<file path="config.mk">
export PLATFORM = sky130hd
export DESIGN_NAME = dq_ctrl_flat
export DESIGN_NICKNAME = d
export VERILOG_FILES = /design/src/rtl/dq_pkg.sv /design/src/rtl/dq_req_if.sv /design/src/rtl/dq_rsp_if.sv /design/src/rtl/dq_ctrl.sv /design/src/flat_wrapper.sv
export SDC_FILE = /design/constraint.sdc
export NUM_CORES = 1
export LEC_CHECK = 0
export ABC_AREA = 1
export BUFFER_PORTS_ARGS = -buffer_cell sky130_fd_sc_hd__buf_2
export CORE_MARGIN = 2
export CORE_UTILIZATION = 35
export DETAILED_ROUTE_END_ITERATION = 6
export GPL_ROUTABILITY_DRIVEN = 1
export GPL_TIMING_DRIVEN = 0
export PLACE_DENSITY = 0.61
export SETUP_SLACK_MARGIN = 0.5
export SLEW_MARGIN = 20
export SYNTH_ARGS = -nofsm -noshare
export SYNTH_HDL_FRONTEND = slang
export SYNTH_SLANG_ARGS = --single-unit
</file>
<file path="constraint.sdc">
create_clock -name clk_i -period 4.7 [get_ports clk_i]
set_input_delay 0.235 -clock clk_i [delete_from_list [all_inputs] [get_ports clk_i]]
set_output_delay 0.235 -clock clk_i [all_outputs]
set_load 0.02 [all_outputs]
</file>
<file path="src/rtl/dq_pkg.sv">
package dq_pkg;

  localparam int unsigned REQ_W    = 3;
  localparam int unsigned DATA_W   = 32;
  localparam int unsigned SIZE_W   = 16;
  localparam int unsigned STATUS_W = 2;
  localparam int unsigned FILL_W   = 11;

  localparam int unsigned CAPACITY_DEF   = 1024;
  localparam int unsigned DATA_WIDTH_DEF = 32;

  typedef enum logic [REQ_W-1:0] {
    REQ_PUSH_FRONT = 3'd0,
    REQ_PUSH_BACK  = 3'd1,
    REQ_POP_FRONT  = 3'd2,
    REQ_POP_BACK   = 3'd3,
    REQ_PEEK_FRONT = 3'd4,
    REQ_PEEK_BACK  = 3'd5
  } req_e;

  typedef enum logic [STATUS_W-1:0] {
    ST_OK    = 2'd0,
    ST_EMPTY = 2'd1,
    ST_FULL  = 2'd2
  } status_e;

  typedef enum logic {
    S_IDLE = 1'b0,
    S_WAIT = 1'b1
  } state_e;

  typedef struct packed {
    logic wr_en;
    logic rd_en;
  } mem_ctl_t;

endpackage

</file>
<file path="src/rtl/dq_req_if.sv">
interface dq_req_if;
  import dq_pkg::*;

  logic              valid;
  logic              ready;
  logic [REQ_W-1:0]  req_type;
  logic [DATA_W-1:0] data_in;
  logic [SIZE_W-1:0] item_size;

  modport source (output valid, output req_type, output data_in, output item_size,
                  input ready);
  modport sink   (input valid, input req_type, input data_in, input item_size,
                  output ready);
endinterface

</file>
<file path="src/rtl/dq_rsp_if.sv">
interface dq_rsp_if;
  import dq_pkg::*;

  logic                valid;
  logic                ready;
  logic [STATUS_W-1:0] status;
  logic [DATA_W-1:0]   out_value;
  logic [SIZE_W-1:0]   out_size;
  logic [FILL_W-1:0]   fill_count;

  modport source (output valid, output status, output out_value, output out_size,
                  output fill_count, input ready);
  modport sink   (input valid, input status, input out_value, input out_size,
                  input fill_count, output ready);
endinterface

</file>
<file path="src/rtl/dq_ctrl.sv">
module dq_ctrl #(
  parameter int unsigned CAPACITY   = dq_pkg::CAPACITY_DEF,
  parameter int unsigned DATA_WIDTH = dq_pkg::DATA_WIDTH_DEF
) (
  input  logic                                  clk_i,
  input  logic                                  rst_ni,
  dq_req_if.sink                                req_i,
  dq_rsp_if.source                              rsp_o,
  output dq_pkg::mem_ctl_t                      mem_ctl_o,
  output logic [$clog2(CAPACITY)-1:0]           mem_wr_addr_o,
  output logic [DATA_WIDTH+dq_pkg::SIZE_W-1:0]  mem_wr_data_o,
  output logic [$clog2(CAPACITY)-1:0]           mem_rd_addr_o,
  input  logic [DATA_WIDTH+dq_pkg::SIZE_W-1:0]  mem_rd_data_i
);
  import dq_pkg::*;

  localparam int unsigned AW = $clog2(CAPACITY);
  localparam int unsigned CW = $clog2(CAPACITY + 1);
  localparam int unsigned MW = DATA_WIDTH + SIZE_W;

  state_e           state_q, state_d;
  logic [AW-1:0]    head_q, head_d, tail_q, tail_d;
  logic [CW-1:0]    count_q, count_d;

  logic             out_valid_q, out_valid_d;
  status_e          out_status_q, out_status_d;
  logic [DATA_W-1:0] out_value_q, out_value_d;
  logic [SIZE_W-1:0] out_size_q, out_size_d;
  logic [FILL_W-1:0] out_fill_q, out_fill_d;

  status_e          pend_status_q;
  logic [FILL_W-1:0] pend_fill_q;
  logic             pend_read_q;

  logic             accept, out_free, full, empty;
  logic             use_mem, load_out;
  status_e          status_new;
  logic [AW-1:0]    head_prev, head_next, tail_prev, tail_next;
  logic [DATA_WIDTH-1:0] data_ext;
  logic [DATA_WIDTH-1:0] rd_value;

  assign accept   = req_i.valid && req_i.ready;
  assign out_free = !out_valid_q || rsp_o.ready;
  assign full     = (count_q == CW'(CAPACITY));
  assign empty    = (count_q == '0);

  assign head_prev = (head_q == '0) ? AW'(CAPACITY - 1) : head_q - AW'(1);
  assign head_next = (head_q == AW'(CAPACITY - 1)) ? '0 : head_q + AW'(1);
  assign tail_prev = (tail_q == '0) ? AW'(CAPACITY - 1) : tail_q - AW'(1);
  assign tail_next = (tail_q == AW'(CAPACITY - 1)) ? '0 : tail_q + AW'(1);

  assign data_ext      = DATA_WIDTH'(req_i.data_in);
  assign mem_wr_data_o = {data_ext, req_i.item_size};
  assign rd_value      = mem_rd_data_i[MW-1:SIZE_W];

  // request decode and pointer update
  always_comb begin
    head_d        = head_q;
    tail_d        = tail_q;
    count_d       = count_q;
    status_new    = ST_OK;
    use_mem       = 1'b0;
    mem_ctl_o     = '0;
    mem_wr_addr_o = tail_q;
    mem_rd_addr_o = head_q;
    if (accept) begin
      case (req_e'(req_i.req_type))
        REQ_PUSH_FRONT: begin
          if (full) begin
            status_new = ST_FULL;
          end else begin
            mem_ctl_o.wr_en = 1'b1;
            mem_wr_addr_o   = head_prev;
            head_d          = head_prev;
            count_d         = count_q + CW'(1);
          end
        end
        REQ_PUSH_BACK: begin
          if (full) begin
            status_new = ST_FULL;
          end else begin
            mem_ctl_o.wr_en = 1'b1;
            mem_wr_addr_o   = tail_q;
            tail_d          = tail_next;
            count_d         = count_q + CW'(1);
          end
        end
        REQ_POP_FRONT, REQ_PEEK_FRONT: begin
          if (empty) begin
            status_new = ST_EMPTY;
          end else begin
            mem_ctl_o.rd_en = 1'b1;
            mem_rd_addr_o   = head_q;
            use_mem         = 1'b1;
            if (req_e'(req_i.req_type) == REQ_POP_FRONT) begin
              head_d  = head_next;
              count_d = count_q - CW'(1);
            end
          end
        end
        REQ_POP_BACK, REQ_PEEK_BACK: begin
          if (empty) begin
            status_new = ST_EMPTY;
          end else begin
            mem_ctl_o.rd_en = 1'b1;
            mem_rd_addr_o   = tail_prev;
            use_mem         = 1'b1;
            if (req_e'(req_i.req_type) == REQ_POP_BACK) begin
              tail_d  = tail_prev;
              count_d = count_q - CW'(1);
            end
          end
        end
        default: begin
        end
      endcase
    end
  end

  // next state
  always_comb begin
    state_d = state_q;
    case (state_q)
      S_IDLE: begin
        if (accept && (use_mem || !out_free)) begin
          state_d = S_WAIT;
        end
      end
      S_WAIT: begin
        if (out_free) begin
          state_d = S_IDLE;
        end
      end
      default: state_d = S_IDLE;
    endcase
  end

  // outputs
  always_comb begin
    req_i.ready  = 1'b0;
    load_out     = 1'b0;
    out_status_d = out_status_q;
    out_value_d  = out_value_q;
    out_size_d   = out_size_q;
    out_fill_d   = out_fill_q;
    case (state_q)
      S_IDLE: begin
        req_i.ready = 1'b1;
        if (accept && !use_mem && out_free) begin
          load_out     = 1'b1;
          out_status_d = status_new;
          out_value_d  = '0;
          out_size_d   = '0;
          out_fill_d   = FILL_W'(count_d);
        end
      end
      S_WAIT: begin
        if (out_free) begin
          load_out     = 1'b1;
          out_status_d = pend_status_q;
          out_value_d  = pend_read_q ? DATA_W'(64'(rd_value)) : '0;
          out_size_d   = pend_read_q ? mem_rd_data_i[SIZE_W-1:0] : '0;
          out_fill_d   = pend_fill_q;
        end
      end
      default: begin
      end
    endcase
    out_valid_d = load_out ? 1'b1 : (rsp_o.ready ? 1'b0 : out_valid_q);
  end

  always_ff @(posedge clk_i or negedge rst_ni) begin
    if (!rst_ni) begin
      state_q     <= S_IDLE;
      head_q      <= '0;
      tail_q      <= '0;
      count_q     <= '0;
      out_valid_q <= 1'b0;
      pend_read_q <= 1'b0;
    end else begin
      state_q     <= state_d;
      head_q      <= head_d;
      tail_q      <= tail_d;
      count_q     <= count_d;
      out_valid_q <= out_valid_d;
      if (accept) begin
        pend_read_q <= use_mem;
      end
    end
  end

  always_ff @(posedge clk_i) begin
    if (accept) begin
      pend_status_q <= status_new;
      pend_fill_q   <= FILL_W'(count_d);
    end
    if (load_out) begin
      out_status_q <= out_status_d;
      out_value_q  <= out_value_d;
      out_size_q   <= out_size_d;
      out_fill_q   <= out_fill_d;
    end
  end

  assign rsp_o.valid      = out_valid_q;
  assign rsp_o.status     = out_status_q;
  assign rsp_o.out_value  = out_value_q;
  assign rsp_o.out_size   = out_size_q;
  assign rsp_o.fill_count = out_fill_q;

  a_count_bound: assert property (@(posedge clk_i) disable iff (!rst_ni)
    count_q <= CW'(CAPACITY))
    else $error("entry count above capacity");

  a_one_port: assert property (@(posedge clk_i) disable iff (!rst_ni)
    !(mem_ctl_o.wr_en && mem_ctl_o.rd_en))
    else $error("store written and read by the same request");

  a_count_step: assert property (@(posedge clk_i) disable iff (!rst_ni)
    1'b1 |=> (count_q == $past(count_q)) || (count_q == $past(count_q) + CW'(1))
             || (count_q == $past(count_q) - CW'(1)))
    else $error("entry count moved by more than one");

  a_read_before_wait: assert property (@(posedge clk_i) disable iff (!rst_ni)
    (state_q == S_IDLE) && accept && use_mem |=> (state_q == S_WAIT) && !out_valid_d
                                                 || (state_q == S_WAIT))
    else $error("read transaction did not wait for store data");

  a_refused_push: assert property (@(posedge clk_i) disable iff (!rst_ni)
    accept && full && ((req_i.req_type == REQ_PUSH_FRONT) || (req_i.req_type == REQ_PUSH_BACK))
      |-> !mem_ctl_o.wr_en && (status_new == ST_FULL))
    else $error("push on a full queue reached the store");

endmodule

</file>
<file path="src/flat_wrapper.sv">
// flat-port wrapper written by rule: the top's interface ports become plain ports
module dq_ctrl_flat import dq_pkg::*;
#(
  parameter int unsigned CAPACITY   = dq_pkg::CAPACITY_DEF,
  parameter int unsigned DATA_WIDTH = dq_pkg::DATA_WIDTH_DEF
)
  (clk_i, rst_ni, mem_ctl_o, mem_wr_addr_o, mem_wr_data_o, mem_rd_addr_o, mem_rd_data_i, req_i_valid, req_i_req_type, req_i_data_in, req_i_item_size, req_i_ready, rsp_o_valid, rsp_o_status, rsp_o_out_value, rsp_o_out_size, rsp_o_fill_count, rsp_o_ready);
  dq_req_if req_i_i ();
  dq_rsp_if rsp_o_i ();
  input  logic clk_i;
  input  logic rst_ni;
  output dq_pkg::mem_ctl_t mem_ctl_o;
  output logic [$clog2(CAPACITY)-1:0] mem_wr_addr_o;
  output logic [DATA_WIDTH+dq_pkg::SIZE_W-1:0] mem_wr_data_o;
  output logic [$clog2(CAPACITY)-1:0] mem_rd_addr_o;
  input  logic [DATA_WIDTH+dq_pkg::SIZE_W-1:0] mem_rd_data_i;
  input wire logic [$bits(req_i_i.valid)-1:0] req_i_valid;
  input wire logic [$bits(req_i_i.req_type)-1:0] req_i_req_type;
  input wire logic [$bits(req_i_i.data_in)-1:0] req_i_data_in;
  input wire logic [$bits(req_i_i.item_size)-1:0] req_i_item_size;
  output wire logic [$bits(req_i_i.ready)-1:0] req_i_ready;
  output wire logic [$bits(rsp_o_i.valid)-1:0] rsp_o_valid;
  output wire logic [$bits(rsp_o_i.status)-1:0] rsp_o_status;
  output wire logic [$bits(rsp_o_i.out_value)-1:0] rsp_o_out_value;
  output wire logic [$bits(rsp_o_i.out_size)-1:0] rsp_o_out_size;
  output wire logic [$bits(rsp_o_i.fill_count)-1:0] rsp_o_fill_count;
  input wire logic [$bits(rsp_o_i.ready)-1:0] rsp_o_ready;
  assign req_i_i.valid = req_i_valid;
  assign req_i_i.req_type = req_i_req_type;
  assign req_i_i.data_in = req_i_data_in;
  assign req_i_i.item_size = req_i_item_size;
  assign req_i_ready = req_i_i.ready;
  assign rsp_o_valid = rsp_o_i.valid;
  assign rsp_o_status = rsp_o_i.status;
  assign rsp_o_out_value = rsp_o_i.out_value;
  assign rsp_o_out_size = rsp_o_i.out_size;
  assign rsp_o_fill_count = rsp_o_i.fill_count;
  assign rsp_o_i.ready = rsp_o_ready;
  dq_ctrl #(.CAPACITY(CAPACITY), .DATA_WIDTH(DATA_WIDTH)) u_core (.clk_i(clk_i), .rst_ni(rst_ni), .req_i(req_i_i), .rsp_o(rsp_o_i), .mem_ctl_o(mem_ctl_o), .mem_wr_addr_o(mem_wr_addr_o), .mem_wr_data_o(mem_wr_data_o), .mem_rd_addr_o(mem_rd_addr_o), .mem_rd_data_i(mem_rd_data_i));
endmodule
</file>
After elaboration in Yosys (flattened, before gate mapping) --
Cells that the tools add are included.
Storage, ports and cells: register bits 108, input port bits 103, word-level logic and storage cells 116
Cells by class: add/sub/neg operators 6, equal/unequal tests 16, multiplexer cells 58, bitwise operators 1, reductions and logical operators 23
Operator list (count):
- 10-bit two-way mux | 16
- 32-bit two-way mux | 3
- 11-bit two-way mux | 8
- 32-bit case mux with 2 select lines | 1
- 16-bit two-way mux | 3
- 10-bit case mux with 2 select lines | 2
- 11-bit case mux with 3 select lines | 1
- 16-bit case mux with 2 select lines | 1
- 11-bit case mux with 2 select lines | 1
- 10-bit by 1-bit adder with 10-bit output, second input constant | 2
- 10-bit == test, second input constant | 2
- 10-bit zero test | 2
- 10-bit by 1-bit subtractor with 10-bit output, second input constant | 2
- 1-bit two-way mux | 13
- 11-bit by 1-bit adder with 11-bit output, second input constant | 1
- 11-bit == test, second input constant | 1
- 11-bit zero test | 1
- 11-bit by 1-bit subtractor with 11-bit output, second input constant | 1
- 2-bit two-way mux | 5
- 2-bit != test, second input constant | 5
- 5-bit AND reduction | 2
- 2-bit case mux with 2 select lines | 2
- 3-bit by 2-bit == test with 1-bit output, second input constant | 2
- 3-bit == test, second input constant | 2
- 12 further kinds | 25

Depth between registers and ports, before layout --
depth in word-level cells 10, gate-level depth with buffers 12, depth with buffers taken out 12

Worst setup path before layout --
Ideal clock, no wire load.
kind reg2reg, start register u_core.count_q[0], end register u_core.out_fill_q[0] (netlist: u_core.rsp_o.fill_count[0]), enable pin, library setup time 480 ps, arrival time 3807 ps, data required time 4220 ps, path slack 413 ps, cell stages (with the launch flop) 9, path buffers 0, clock period less this slack 4287 ps, cell sequence dfrtp_1 > inv_1 > ha_1 > nand2_1 > nor2_4 > nand2_4 > nand2_1 > a21oi_1 > nor2_1
Between the ends: longest elaborated chain between the ends 10
RTL lines:
- start, declared | line dq_ctrl.sv:23 | logic [CW-1:0] count_q, count_d;
- start signal, assigned | line dq_ctrl.sv:184 | count_q <= count_d;
- 11-bit zero test | line dq_ctrl.sv:45 | assign empty = (count_q == '0);
- 1-bit two-way mux | line dq_ctrl.sv:89, dq_ctrl.sv:102
- 1-bit two-way mux
- 1-bit two-way mux | line dq_ctrl.sv:66 | if (accept) begin
- 1-bit zero test | line dq_ctrl.sv:149 | if (accept && !use_mem && out_free) begin
- 1-bit logical AND (2 in a row) | line dq_ctrl.sv:149
- 1-bit two-way mux | line dq_ctrl.sv:149
- 1-bit case mux with 2 select lines | line dq_ctrl.sv:146 | case (state_q)
- net u_core.load_out | line dq_ctrl.sv:36 | logic use_mem, load_out;
- 3-bit AND reduction (no source line)
- end signal, assigned | line dq_ctrl.sv:201 | out_fill_q <= out_fill_d;
- end, declared | line dq_ctrl.sv:29 | logic [FILL_W-1:0] out_fill_q, out_fill_d;
The timed path passes the listed nets, and every way through them passes these cells. A chain may end at the register's enable or synchronous reset.

Worst setup path in the final report --
start register u_core.tail_q[0], end output port mem_rd_addr_o[3]
Between the ends: longest elaborated chain between the ends 5
RTL lines:
- start, declared | line dq_ctrl.sv:22 | logic [AW-1:0] head_q, head_d, tail_q, tail_d;
- start signal, assigned | line dq_ctrl.sv:183 | tail_q <= tail_d;
- 10-bit by 1-bit subtractor with 10-bit output or 10-bit zero test (tied branches) | line dq_ctrl.sv:49 | assign tail_prev = (tail_q == '0) ? AW'(CAPACITY - 1) : tail_q - AW'(1);
- 10-bit two-way mux (*) | line dq_ctrl.sv:49
- 10-bit two-way mux (*) | line dq_ctrl.sv:102 | if (empty) begin
- 10-bit two-way mux (*)
- 10-bit two-way mux (*) | line dq_ctrl.sv:66
- end, declared | line flat_wrapper.sv:15 | output logic [$clog2(CAPACITY)-1:0] mem_rd_addr_o;
Every way passes the cells marked *; elsewhere a longest branch is shown, timed or not.

==> impl_metrics.env <==
export IMPL_status="finished with violations"
export IMPL_violations="negative hold slack"
export IMPL_layout_nets=1118
export IMPL_syn_inst=808
export IMPL_drt_wirelength_per_cell_um=12.9
export IMPL_root_buffer="clkbuf_16"
export IMPL_worstMarginPinSlew_ps=856
export IMPL_cp_max_fo=9
export IMPL_holdWs_ps=-12.6
export IMPL_cts_buffer_depth=2
export IMPL_yosysSeqAreaShare=0.466
export IMPL_fin_crit_sh=0.573
export IMPL_powerDensity_nw_per_um2=486
export IMPL_cp_startpoint="u_core.tail_q[0]$_DFFE_PN0P_"
export IMPL_post_cts_resized=0
export IMPL_ctsHtreeMaxLevel=3
export IMPL_cts_tree="built"
export IMPL_grt_antenna_before_repair=1
export IMPL_rsz0062_at_grt="no"
export IMPL_grt_max_degree=35
export IMPL_hold_violations=22
export IMPL_synth_area_um2=6590
export IMPL_cts_hold_buf=0
export IMPL_grt_first_pass_wirelength_um=25900
export IMPL_ys_types=45
export IMPL_die_y_um=141
export IMPL_syn_num_nets=918
export IMPL_die_area_um2=19900
export IMPL_path_common_cell="nand2_1"
export IMPL_grt_pass1_vias=5260
export IMPL_core_area_um2=18600
export IMPL_clock_skew_ps=10.4
export IMPL_finalCriticalPeriod_ps=2690
export IMPL_port_buffers=187
export IMPL_post_cts_buffers=0
export IMPL_areaGrowthSynthToFinish_pct=24.3
export IMPL_ys_warnings_count=0
export IMPL_p_leak_nw=4.07
export IMPL_max_slew_margin=0.429
export IMPL_start_kind="flop"
export IMPL_row_count=50
export IMPL_vias=5815
export IMPL_grt_overflow_total=0
export IMPL_final_max_slew_viol_count=0
export IMPL_crit_arrival_ps=2460
export IMPL_cp_slowest_cell="dfrtp_1"
export IMPL_cp_cell_sequence="clkinv_1 > ha_1 > inv_1 > nor2_2 > nand2_1 > nor3_2 > nand2_1 > nand3_1 > nand2_1 > o21ai_1 > buf_2"
export IMPL_critPathKind="flop to output port"
export IMPL_drive_gt1_frac=0.316
export IMPL_finalWorstSetupSlack_ps=2010
export IMPL_cts_sinks=108
export IMPL_io_pins=236
export IMPL_dr_pass1_iters=5
export IMPL_grt_use_total=0.161
export IMPL_tns_ps=0
export IMPL_ys_seq_elements=108
export IMPL_wirelength_um=16100
export IMPL_start_util=0.355
export IMPL_fmax_mhz=371
export IMPL_drc=0
export IMPL_cts_clk_slew_worst_paths_ps=80
export IMPL_initialDrtViolationCount=321
export IMPL_required_ps=4470
export IMPL_cap_violations=0
export IMPL_slowest_delay_ps=460
export IMPL_hold_class="input pin to asynchronous set/reset pin"
export IMPL_hpwl_um=12500
export IMPL_clk_latency_ps=350
export IMPL_ant_nets=0
export IMPL_gp_congestion=0.922
export IMPL_setup_viol=0
export IMPL_place_ws_ps=2080
export IMPL_avgSynthCellArea_um2=8.16
export IMPL_fp_dieW_um=141
export IMPL_viasPerCell=4.66
export IMPL_r2r_start="u_core.count_q[0]$_DFF_PN0_"
export IMPL_cts_buffers_inserted=9
export IMPL_endpoint_kind="output port"
export IMPL_ir_drop_mv=0.278
-- logic make-up after synthesis --
logic type      count (synthesis)  synth area share
simple gates                  405             0.279
mux                             1           0.00152
compound gates                 96            0.0852
flops                         108             0.466
xor+xnor                       13            0.0173
fa+ha+maj                       7            0.0133
buf+inv                       178             0.137
-- per-stage QoR --
| step | hold WS [ps] | instance area, µm² | instances | util | power (mW) |
|---|---|---|---|---|---|
| 2_1_floorplan | -60.6 | 6590 | 808 | - | 2.70 |
| 3_3_place_gp | 409 | 7820 | 1229 | 0.421 | 3.18 |
| 3_5_place_dp | 404 | 7880 | 1231 | 0.424 | 3.20 |
| 4_1_cts | 16.0 | 8190 | 1247 | 0.441 | 4.01 |
| 5_1_grt | 57.4 | 8190 | 1248 | 0.441 | 4.28 |
| 6_report | -12.6 | 8190 | 1248 | 0.441 | 3.98 |
-- state kept, by name, indices dropped and copies added, names as in the netlist --
register and count:
u_core.count_q 11, u_core.head_q 10, u_core.pend_fill_q 11, u_core.pend_read_q 1, u_core.pend_status_q 2, u_core.rsp_o.fill_count 11, u_core.rsp_o.out_size 16, u_core.rsp_o.out_value 32
u_core.rsp_o.status 2, u_core.rsp_o.valid 1, u_core.state_q 1, u_core.tail_q 10
-- cell usage in the layout (no fill, tap or decap), types with 7 or more instances in the layout --
cell,netlist,final
a21oi_1,18,18
buf_2,6,193
buf_4,49,49
clkbuf_16,0,9
dfrtp_1,34,34
edfxtp_1,74,74
ha_1,7,7
inv_1,102,102
inv_2,8,8
nand2_1,193,193
nand2_2,10,10
nand3_1,53,53
nand4_1,11,11
nor2_1,102,101
nor3_1,7,7
o21ai_0,30,30
o21ai_1,27,27
o21ai_2,7,7
xor2_1,12,12
-- critical path, delay by kind of cell (launching register included) --
kind,cells,cell delay (ps)
buffers and inverters,3,570
adders and majority gates,1,300
DFF,1,460
AOI/OAI and AO/OA,1,100
and+or+nand+nor,6,690
-- Yosys cell counts, drive strengths merged --
master | count | area (µm²)
a21o | 1 | 7.51
nand3b | 2 | 15.0
xnor2 | 1 | 8.76
o31ai | 2 | 15.0
o211ai | 3 | 32.5
clkbuf | 4 | 15.0
clkinv | 1 | 3.75
xor2 | 12 | 105
and2 | 4 | 25.0
edfxtp | 74 | 2220
nand2 | 209 | 855
nand3 | 56 | 295
o22ai | 2 | 12.5
a31oi | 1 | 6.26
o21ai | 64 | 347
a211o | 1 | 8.76
a21oi | 21 | 124
nand4 | 13 | 103
inv | 110 | 413
nor2 | 111 | 477
dfrtp | 34 | 851
nor3 | 10 | 71.3
buf | 63 | 473
o2111ai | 1 | 8.76
mux2i | 1 | 10.0
ha | 7 | 87.6
-- final timing paths --
kind                                                           to  slack [ps]  cells past startpoint
max                                              mem_rd_addr_o[3]        2010                     11
min                                  u_core.tail_q[8]$_DFFE_PN0P_         -10                      1
max reg2reg                u_core.rsp_o.out_size[2]$_SDFFCE_PN0P_        2120                      9
min reg2reg                        u_core.pend_read_q$_DFFE_PN0P_         490                      2
max in group asynchronous             u_core.count_q[0]$_DFF_PN0_        4170                      1
min in group clk_i                 u_core.rsp_o.valid$_DFFE_PN0P_         100                      2
-- layer usage --
metal  wire length, µm  up-vias  global-route usage
met5                 0        -                   0
met4               210        0              0.0405
met3              1100       12              0.0316
met2              7280      227               0.257
met1              7530     2607               0.225
li1                  -     2969                   -
-- cell type report --
cell class                 instances  area (µm²)
sequential                       108        3070
antenna                            1        2.50
fill                            1884       10400
tap                              234         293
clock inverter                     7        82.6
inverter                         111         417
timing repair buffer             189         991
multi-input combinational        522        2620
buffer                            67         488
clock buffer                       9         225
-- where the power goes --
part / switching (mW) / internal [mW] / leakage, nW
Sequential: 0.196 / 1.29 / 1.14
Clock: 0.368 / 0.423 / 0.150
Combinational: 1.14 / 0.570 / 2.78
Total: 1.70 / 2.28 / 4.07
Note: power is estimated with default switching activity, not from simulation.
